--- src/sv/llsf_pkg.sv ---
`default_nettype none

package llsf_pkg;

  localparam int unsigned QUEUE_DEPTH = 4;
  localparam int unsigned QAW = $clog2(QUEUE_DEPTH);

  typedef enum logic [1:0] {
    FIT_OK         = 2'd0,
    FIT_DEN_ZERO   = 2'd1,
    FIT_FEW_POINTS = 2'd2,
    FIT_ST_ZERO    = 2'd3
  } fit_status_e;

  typedef struct packed {
    logic signed [15:0] sample_x;
    logic signed [15:0] sample_y;
    logic               final_pair;
  } llsf_in_t;

  typedef struct packed {
    logic signed [31:0] intercept;
    logic signed [31:0] slope;
    logic [47:0]        residual_sum_sq;
    logic [47:0]        total_sum_sq;
    logic [31:0]        std_error;
    logic [16:0]        correlation;
    fit_status_e        fit_status;
    logic               capacity_exceeded;
  } llsf_out_t;

  // One classified sample on its way from the front end to the engine.
  typedef struct packed {
    logic signed [15:0] sample_x;
    logic signed [15:0] sample_y;
    logic               final_pair;
    logic               store;
  } llsf_queue_t;

  typedef enum logic [4:0] {
    ST_IDLE,
    ST_M1,
    ST_M2,
    ST_M3,
    ST_M4,
    ST_M5,
    ST_CHK,
    ST_DIV_SLOPE,
    ST_M6,
    ST_ICPT,
    ST_DIV_ICPT,
    ST_DIV_MEAN,
    ST_P_RD,
    ST_P_MUL,
    ST_P_RES,
    ST_P_SQE,
    ST_P_SQD,
    ST_P_ACC,
    ST_FIN,
    ST_DIV_SE,
    ST_SQRT_SE,
    ST_DIV_CORR,
    ST_SQRT_CORR,
    ST_OUT
  } llsf_state_e;

endpackage

`default_nettype wire

--- src/sv/llsf_front.sv ---
`default_nettype none

module llsf_front #(
  parameter int unsigned MAX_POINTS = 32
) (
  input  wire logic                 clk_i,
  input  wire logic                 rst_ni,
  input  wire logic                 in_valid_i,
  output logic                      in_stall_o,
  input  wire llsf_pkg::llsf_in_t   in_data_i,
  output logic                      q_valid_o,
  input  wire logic                 q_ready_i,
  output llsf_pkg::llsf_queue_t     q_data_o
);
  import llsf_pkg::*;

  localparam int unsigned CW = $clog2(MAX_POINTS + 1);

  llsf_queue_t     q_mem [QUEUE_DEPTH];
  logic [QAW-1:0]  wr_ptr_q, wr_ptr_d, rd_ptr_q, rd_ptr_d;
  logic [QAW:0]    fill_q, fill_d;
  logic [CW-1:0]   seen_q, seen_d;
  logic            push, pop, store;
  llsf_queue_t     entry;

  assign in_stall_o = (fill_q == (QAW+1)'(QUEUE_DEPTH));
  assign push       = in_valid_i && !in_stall_o;
  assign q_valid_o  = (fill_q != '0);
  assign pop        = q_valid_o && q_ready_i;
  assign q_data_o   = q_mem[rd_ptr_q];

  // A pair is kept only while the data set still has room for it.
  assign store = (seen_q < CW'(MAX_POINTS));

  always_comb begin
    entry.sample_x   = in_data_i.sample_x;
    entry.sample_y   = in_data_i.sample_y;
    entry.final_pair = in_data_i.final_pair;
    entry.store      = store;
    wr_ptr_d = push ? wr_ptr_q + QAW'(1) : wr_ptr_q;
    rd_ptr_d = pop ? rd_ptr_q + QAW'(1) : rd_ptr_q;
    fill_d   = fill_q + (QAW+1)'(push) - (QAW+1)'(pop);
    seen_d   = seen_q;
    if (push) begin
      if (in_data_i.final_pair) begin
        seen_d = '0;
      end else if (store) begin
        seen_d = seen_q + CW'(1);
      end
    end
  end

  always_ff @(posedge clk_i or negedge rst_ni) begin
    if (!rst_ni) begin
      wr_ptr_q <= '0;
      rd_ptr_q <= '0;
      fill_q   <= '0;
      seen_q   <= '0;
    end else begin
      wr_ptr_q <= wr_ptr_d;
      rd_ptr_q <= rd_ptr_d;
      fill_q   <= fill_d;
      seen_q   <= seen_d;
    end
  end

  always_ff @(posedge clk_i) begin
    if (push) begin
      q_mem[wr_ptr_q] <= entry;
    end
  end

endmodule

`default_nettype wire

--- config.mk ---
export PLATFORM = sky130hd
export DESIGN_NAME = llsf_front
export DESIGN_NICKNAME = d
export VERILOG_FILES = /design/src/sv/llsf_pkg.sv /design/src/sv/llsf_front.sv
export SDC_FILE = /design/constraint.sdc
export NUM_CORES = 1
export LEC_CHECK = 0
export ABC_AREA = 0
export BUFFER_PORTS_ARGS = -buffer_cell sky130_fd_sc_hd__buf_2
export CAP_MARGIN = 5
export CORE_MARGIN = 2
export CORE_UTILIZATION = 60
export DETAILED_ROUTE_END_ITERATION = 6
export PLACE_DENSITY = 0.82
export SYNTH_ARGS = -nofsm -noshare
export SYNTH_HDL_FRONTEND = slang
export SYNTH_SLANG_ARGS = --single-unit
export TNS_END_PERCENT = 100
--- constraint.sdc ---
create_clock -name clk_i -period 6.7 [get_ports clk_i]
set_input_delay 1.34 -clock clk_i [delete_from_list [all_inputs] [get_ports clk_i]]
set_output_delay 1.34 -clock clk_i [all_outputs]
set_load 0.03 [all_outputs]
# After elaboration in Yosys (flattened, before gate mapping)
# Memories as Yosys holds them, arrays and structs flattened.
# Index checks and enable logic that the tools add are counted.
dict set report word_totals {
  latchBits 0
  elab_cells 22
  ramBits 136
  ff_bits 13
  n_memories 1
  romBits 0
  output_inout_bits 36
}
dict set report classes {
  order_cmp 1
  shift 0
  eq_ne 1
  n_bitwise 0
  mux 4
  add_sub_neg 5
  mul 0
  n_reduce_logical 6
  div_mod_pow 0
}
# name words word_bits read_ports rd_clocked_by_memory_dff wr line_no
set memory_table {}
lappend memory_table {q_mem 4 34 1 0 1 llsf_front.sv:19} ;# llsf_queue_t q_mem [QUEUE_DEPTH];
# operator n
set op_table {}
lappend op_table {{$mux 6} 2}
lappend op_table {{$add 6x1->6 const B} 1}
lappend op_table {{$lt 6x6->1 const B} 1}
lappend op_table {{$add 2x1->2 const B} 2}
lappend op_table {{$add 3x1->3} 1}
lappend op_table {{$eq 3x3->1 const B} 1}
lappend op_table {{$reduce_bool 3->1} 1}
lappend op_table {{$sub 3x1->3} 1}
lappend op_table {{$logic_and 1x1->1} 2}
lappend op_table {{$mux 1} 2}
lappend op_table {{$reduce_and 2->1} 1}
lappend op_table {{$reduce_bool 2->1} 1}
lappend op_table {{$logic_not 1->1} 1}

# Depth between registers and ports, before layout
# Gate-level depths: netlist of run 1.
dict set report logic_depth {
  ltp_word 5
  ltp_mapped 12
}

# Least setup slack after synthesis of run 1
# No wires, ideal clock.
dict set report synth_timing {
  path_type {input to register}
  start {input port in_valid_i}
  end {register fill_q[2]}
  cell_stages 10
  slack_ns 3.765
  path_buffers 0
  setup_ns 0.125
  arrival_time_ns 2.810
  required_time_ns 6.575
  path_cell_list {clkinv_1 nor2_4 inv_2 ha_1 inv_1 ha_1 inv_1 fa_1 xnor2_1 xnor2_1}
}
dict set report synth_between {
  elab_chain_len 3
}
# element line_no
set synth_rtl {}
lappend synth_rtl {{start, declared} llsf_front.sv:8} ;# input wire logic in_valid_i,
lappend synth_rtl {{$logic_and 1x1->1} llsf_front.sv:27} ;# assign push = in_valid_i && !in_stall_o;
lappend synth_rtl {{$add 3x1->3} llsf_front.sv:42} ;# fill_d = fill_q + (QAW+1)'(push) - (QAW+1)'(pop);
lappend synth_rtl {{$sub 3x1->3} llsf_front.sv:42}
lappend synth_rtl {{net fill_d[2]} llsf_front.sv:21} ;# logic [QAW:0] fill_q, fill_d;
lappend synth_rtl {{end signal, assigned} llsf_front.sv:62} ;# fill_q <= fill_d;
lappend synth_rtl {{end, declared} llsf_front.sv:21}
# The timed path passes the listed nets, and every way through them passes these cells.
# A chain may end at the register's enable or synchronous reset.

==> results of run 1 <==
==> synthesized netlist by cell type, drive strengths merged (2+ instances only) <==
cell / instances
o21ai: 3
nand3b: 3
edfxtp: 136
clkbuf: 3
inv: 7
clkinv: 2
or3: 4
and3: 4
o211ai: 4
buf: 7
nand4b: 2
ha: 7
xnor2: 4
mux4: 34
dfrtp: 13
==> sequential cells by signal, summed over array words and instances, names as in the netlist <==
| register | cells |
|---|---|
| q_mem | 136 |
| seen_q | 6 |
| fill_q | 3 |
| rd_ptr_q | 2 |
| wr_ptr_q | 2 |
==> metrics by stage <==
| stage | cell area (um2) | std cells | hold WS, ns |
|---|---|---|---|
| finish | 6704 | 455 | 0.5480 |
| global route | 6704 | 455 | 0.5756 |
| CTS | 6704 | 455 | 0.5524 |
| detailed placement | 6136 | 423 | 0.5369 |
| global placement | 6136 | 423 | 0.5382 |
| floorplan | 5682 | 249 | 0.5090 |
==> where the power goes <==
group / switching, mW / internal [mW]
Combinational: 0.586 / 0.380
Sequential: 0.137 / 1.24
Clock: 0.365 / 0.533
==> area by class of cell <==
type	count	share of cell area, %
flip-flops and latches	149	65.81
inverters	9	0.6906
clock inverters	14	2.240
well taps	111	2.072
clock buffers	18	6.234
multi-input cells	81	17.47
repair buffers	73	5.487
==> how the worst min path moves through the flow <==
| stage | from | end |
|---|---|---|
| 6_report | fill_q[0]$_DFF_PN0_ | fill_q[0]$_DFF_PN0_ |
| 5_1_grt | fill_q[0]$_DFF_PN0_ | fill_q[0]$_DFF_PN0_ |
| 4_1_cts | fill_q[0]$_DFF_PN0_ | fill_q[0]$_DFF_PN0_ |
| 3_5_place_dp | fill_q[0]$_DFF_PN0_ | fill_q[0]$_DFF_PN0_ |
| 3_3_place_gp | fill_q[0]$_DFF_PN0_ | fill_q[0]$_DFF_PN0_ |
| 2_1_floorplan | seen_q[1]$_DFFE_PN0P_ | seen_q[1]$_DFFE_PN0P_ |
==> cells by family (layout without fill, tap and decap cells) <==
group | count (synthesis) | after routing | synth area share, %
AOI/OAI and AO/OA | 12 | 12 | 1.542
xor gates and xnor gates | 5 | 5 | 0.7707
adders and majority gates | 8 | 8 | 1.894
buffers and inverters | 19 | 114 | 1.872
DFF | 149 | 149 | 77.60
muxes | 35 | 35 | 13.74
and+or+nand+nor | 21 | 21 | 2.577
==> layer usage <==
layer | share of wire, % | wire (um)
met4 | 0.83 | 79
met3 | 6.0 | 570
met5 | 0 | 0
met2 | 53 | 5036
met1 | 41 | 3882
==> critical path, cell delays in order (launching register included) <==
cell	delay, ns
dfrtp_2	0.66
buf_4	0.49
mux4_2	0.58
buf_2	0.19
==> run summary, run 1 <==
result of the run - completed
ys async rst share - 8.725%
Die Height - 101.3 um
Final Hold Fails - 0
CTS tree - built
most common cell after layout, fill and taps aside - edfxtp_1
Tot GR Track Use - 20.71%
Fill cells - 546
CTS Buffer Depth - 2
Multi-input gate area - 1171 um2
period utilization - 56.57%
post_cts resized - 0
drt drc - 0
Final HPWL DP - 5.515 mm
worst skew pair latency - 0.51 ns
RR Endpoint - fill_q[2]$_DFF_PN0_
Pins Over Slew Limit - 0
Startpoint Class - register
CTS sink cnt - 149
Max-cap violations - 0
drt first pass iters - 5
CP Max Fanout - 23
Power Dens Cells - 483.0 nW/um2
pre-CTS setup slack - 3.383 ns
CP Class - register to output pin
WP data arrival - 2.45 ns
Cells after Synth - 249
top_reg_cell synth - edfxtp_1
Worst-Margin Slew - 0.9039 ns
total power - 3.238 mW
Final #Nets - 376
GR Util met2 - 32.91%
cells on worst reg2reg path - 11
cts bufs inserted - 17
post-synth top area cell - edfxtp_1
met3 GRT Util - 7.315%
Reg-to-Reg Start - fill_q[1]$_DFF_PN0_
Ports - 73
Lkg Pwr - 2.358 nW
CTS H-Tree Depth - 4
crit path time final - 3.790 ns
area delta synth->final - 17.99%
HP Class - register to register
Worst Hold Depth - 1
Avg Cell Area, Syn - 22.82 um2
Worst-path clk slew - 0.06 ns
ant diodes - 0
vias per inst - 5.791
post-synth cell types - 35
M1 GR Usage - 26.70%
Synth top area share - 71.88%
Vias - 2635
crit path launch - rd_ptr_q[0]$_DFFE_PN0P_
Clock Skews - 0.008417 ns
pin count of the biggest net entering global routing - 36
Die ar. - 10260 um2
vias in the first global route - 2906
Routed WL - 9.569 mm
grt ovf - 0
Synth Register Bits - 149
YS warnings - 0
Worst setup endpoint - q_data_o[28]
CTS root buf - clkbuf_8
setup TNS - 0 ns
RSZ-0062 raised after global routing - no
I/O Buffers - 72
Initial Util - 61.78%
first-pass GRT wire length - 15.10 mm
synthesized cell area - 5682 um2
Fmax achieved - 0.2638 GHz
most frequent cells in the layout - edfxtp_1 (136), buf_2 (72), mux4_2 (34)
main area contributors after synthesis - edfxtp_1 (72%), mux4_2 (13%), dfrtp_1 (5.7%), ha_1 (1.5%), xnor2_1 (0.62%)
Req. time, crit path - 5.36 ns
final worst setup slack - 2.910 ns
reg2reg setup slack - 4.18 ns
number of cell rows - 35
register area - 4412 um2
CTS Hold Bufs - 0
Most Used Layer, Global Route - met2
post-route ant nets - 0
final core occ - 72.90%
number of synthesized flops with an enable pin - 136
Mapped Nets - 294
Seq/Total Area, Yosys - 77.60%
gpl congestion - 0.7749
Worst slew margin - 39.74%
setup bufs post-CTS - 0
share of layout cells above drive strength 1 - 42.73%
initial antenna violation count - 0
CP Capture Type - output pin
Setup violations, final - 0
wire length per cell - 21.03 um
Peak VDD IR - 0.0003470 V
die span in x - 101.3 um
Iter 0 DRT Violations - 164
CORE AREA - 9196 um2
Note: power is estimated with default switching activity, not from simulation.
==> inputs of run 2 (changes only) <==
--- a/config.mk
+++ b/config.mk
@@ -9,9 +9,9 @@
 export BUFFER_PORTS_ARGS = -buffer_cell sky130_fd_sc_hd__buf_2
 export CAP_MARGIN = 5
 export CORE_MARGIN = 2
-export CORE_UTILIZATION = 60
+export CORE_UTILIZATION = 57
 export DETAILED_ROUTE_END_ITERATION = 6
-export PLACE_DENSITY = 0.82
+export PLACE_DENSITY = 0.79
 export SYNTH_ARGS = -nofsm -noshare
 export SYNTH_HDL_FRONTEND = slang
 export SYNTH_SLANG_ARGS = --single-unit
==> constraint.sdc (replaced) <==
create_clock -name clk_i -period 3.8 [get_ports clk_i]
set_input_delay 0.76 -clock clk_i [delete_from_list [all_inputs] [get_ports clk_i]]
set_output_delay 0.76 -clock clk_i [all_outputs]
set_load 0.03 [all_outputs]
==> run 2 against run 1 <==
Against the previous run: register-to-register slack got worse by 2.9 ns; final cell count increased by 4.4%; cell area is 0.69% higher; count of clock-buffer cells in the layout shrank 1; power up 78%; sequential power rose by 77%; setup slack got worse by 2.0 ns; routed wire length rose by 3.1%; non-clock buffer count did not move; critical path type unchanged.
==> run summary, run 2 (same netlist as run 1, synthesis figures left out) <==
Regs by FF count - q_mem: 136 flops, seen_q: 6 flops, fill_q: 3 flops
wire length per cell - 20.77 um (-1.2%)
CTS H-Tree Depth - 4 (unchanged)
grt ovf - 0 (unchanged)
Iter 0 DRT Violations - 207 (+26%)
Cell Count, Final, Fillers Out - 475 (+4.4%)
Final Hold Fails - 0 (unchanged)
Worst-Margin Slew - 0.8982 ns (-0.005785 ns)
Setup violations, final - 0 (unchanged)
RSZ-0062 raised after global routing - no
WL met2 - 5.149 mm (+2.2%)
Largest register FFs - 136 (unchanged)
Die Height - 103.8 um (+2.5%)
Worst-path clk slew - 0.06 ns (about the same)
initial antenna violation count - 0 (unchanged)
CORE AREA - 9729 um2 (+5.8%)
area delta synth->final - 18.81%
WP data arrival - 2.18 ns (-0.27 ns)
ant diodes - 0 (unchanged)
most frequent cells in the layout - edfxtp_1 (136), buf_2 (72), mux4_2 (34)
Post-Place Cells - 445 (+5.2%)
first-pass GRT wire length - 15.26 mm (+1.0%)
RR Endpoint - fill_q[2]$_DFF_PN0_
share of layout cells above drive strength 1 - 42.98% (+0.25 points)
largest reg by FF count - q_mem
most common cell after layout, fill and taps aside - edfxtp_1
Routed WL - 9.865 mm (+3.1%)
setup bufs post-CTS - 0 (unchanged)
period utilization - 77.27%
Final HPWL DP - 5.452 mm (-1.1%)
CP Capture Type - output pin
CP Class - register to output pin
worst skew pair latency - 0.51 ns (about the same)
I/O Buffers - 72 (unchanged)
Peak VDD IR - 0.0004983 V (+44%)
crit path launch - rd_ptr_q[0]$_DFFE_PN0P_
setup TNS - 0 ns (unchanged)
post-route ant nets - 0 (unchanged)
final worst setup slack - 0.8636 ns (-2.046 ns)
CTS tree - built
Initial Util - 58.40% (-3.4 points)
reg2reg setup slack - 1.29 ns (-2.89 ns)
met1 wire length - 3.899 mm (+0.44%)
number of cell rows - 36 (+2.9%)
HP Class - input port to async pin
highest routed layer - met4
Power Dens Cells - 854.9 nW/um2 (+77%)
Req. time, crit path - 3.04 ns (-2.32 ns)
die span in x - 103.8 um (+2.5%)
vias in the first global route - 2756 (-5.2%)
Final #Nets - 376 (unchanged)
Reg-to-Reg Start - fill_q[1]$_DFF_PN0_
CTS root buf - clkbuf_8
total power - 5.771 mW (+78%)
cells on worst reg2reg path - 11 (unchanged)
Worst setup endpoint - q_data_o[14]
Worst slew margin - 40.12% (+0.39 points)
drt first pass iters - 5 (unchanged)
CTS Hold Bufs - 0 (unchanged)
Pins Over Slew Limit - 0 (unchanged)
Fmax achieved - 0.3406 GHz
cts bufs inserted - 17 (unchanged)
CTS Buffer Depth - 2 (unchanged)
Clock Skews - 0.005315 ns (-0.003102 ns)
gpl congestion - 0.8019 (+3.5%)
pin count of the biggest net entering global routing - 36 (unchanged)
Die ar. - 10780 um2 (+5.1%)
Ports - 73 (unchanged)
crit path time final - 2.936 ns
Startpoint Class - register
Lkg Pwr - 2.356 nW (about the same)
vias per inst - 5.688 (-1.8%)
Max-cap violations - 0 (unchanged)
Fill cells - 625 (+14%)
final core occ - 69.38% (-3.5 points)
Vias - 2702 (+2.5%)
result of the run - completed
post_cts resized - 0 (unchanged)
CP Max Fanout - 26 (+13%)
CTS sink cnt - 149 (unchanged)
met3 wire len - 661 um (+16%)
drt drc - 0 (unchanged)
Tot GR Track Use - 19.54% (-1.2 points)
pre-CTS setup slack - 1.113 ns (-2.270 ns)
## run 2: how the worst min path moves through the flow
stage	cells after the start	startpoint	endpoint	slack [ns]
finish	1	rst_ni	fill_q[0]$_DFF_PN0_	0.13
global route	1	rst_ni	fill_q[0]$_DFF_PN0_	0.13
detailed placement	1	fill_q[0]$_DFF_PN0_	fill_q[0]$_DFF_PN0_	0.56
global placement	1	fill_q[0]$_DFF_PN0_	fill_q[0]$_DFF_PN0_	0.53
floorplan	0	rst_ni	fill_q[0]$_DFF_PN0_	0.46
CTS	1	rst_ni	fill_q[0]$_DFF_PN0_	0.12
## run 2: stage by stage
step / hold slack, ns / instance area (um2)
after global routing: 0.1325 / 6750
after detailed placement: 0.5602 / 6176
after global placement: 0.5336 / 6176
final: 0.1303 / 6750
after CTS: 0.1155 / 6750
after floorplan: 0.4644 / 5682
## run 2: final cells by class
| class | count | area (um2) | share of cell area (%) |
|---|---|---|---|
| Clock buffer | 17 | 414.1 | 6.135 |
| Clock inverter | 13 | 160.2 | 2.373 |
| Inverter | 9 | 46.29 | 0.6858 |
| Multi-Input combinational cell | 81 | 1171 | 17.35 |
| Sequential cell | 149 | 4412 | 65.36 |
| Tap cell | 133 | 166.4 | 2.465 |
| Timing Repair Buffer | 73 | 380.4 | 5.635 |
## run 2: power breakdown
part | total, mW | switching, mW | internal, mW
logic | 1.75 | 1.06 | 0.690
registers | 2.42 | 0.238 | 2.18
clock network | 1.60 | 0.613 | 0.989
## run 2: metal layers
metal	track usage, %	vias to the layer above
met2	31.72	122
met1	25.03	1373
met4	7.143	0
li1	-	1196
met5	0	-
met3	6.356	11
## run 2: worst max-delay path: stages (launching register included)
cell	delay, ns
dfrtp_2	0.61
buf_12	0.29
mux4_2	0.56
buf_2	0.20
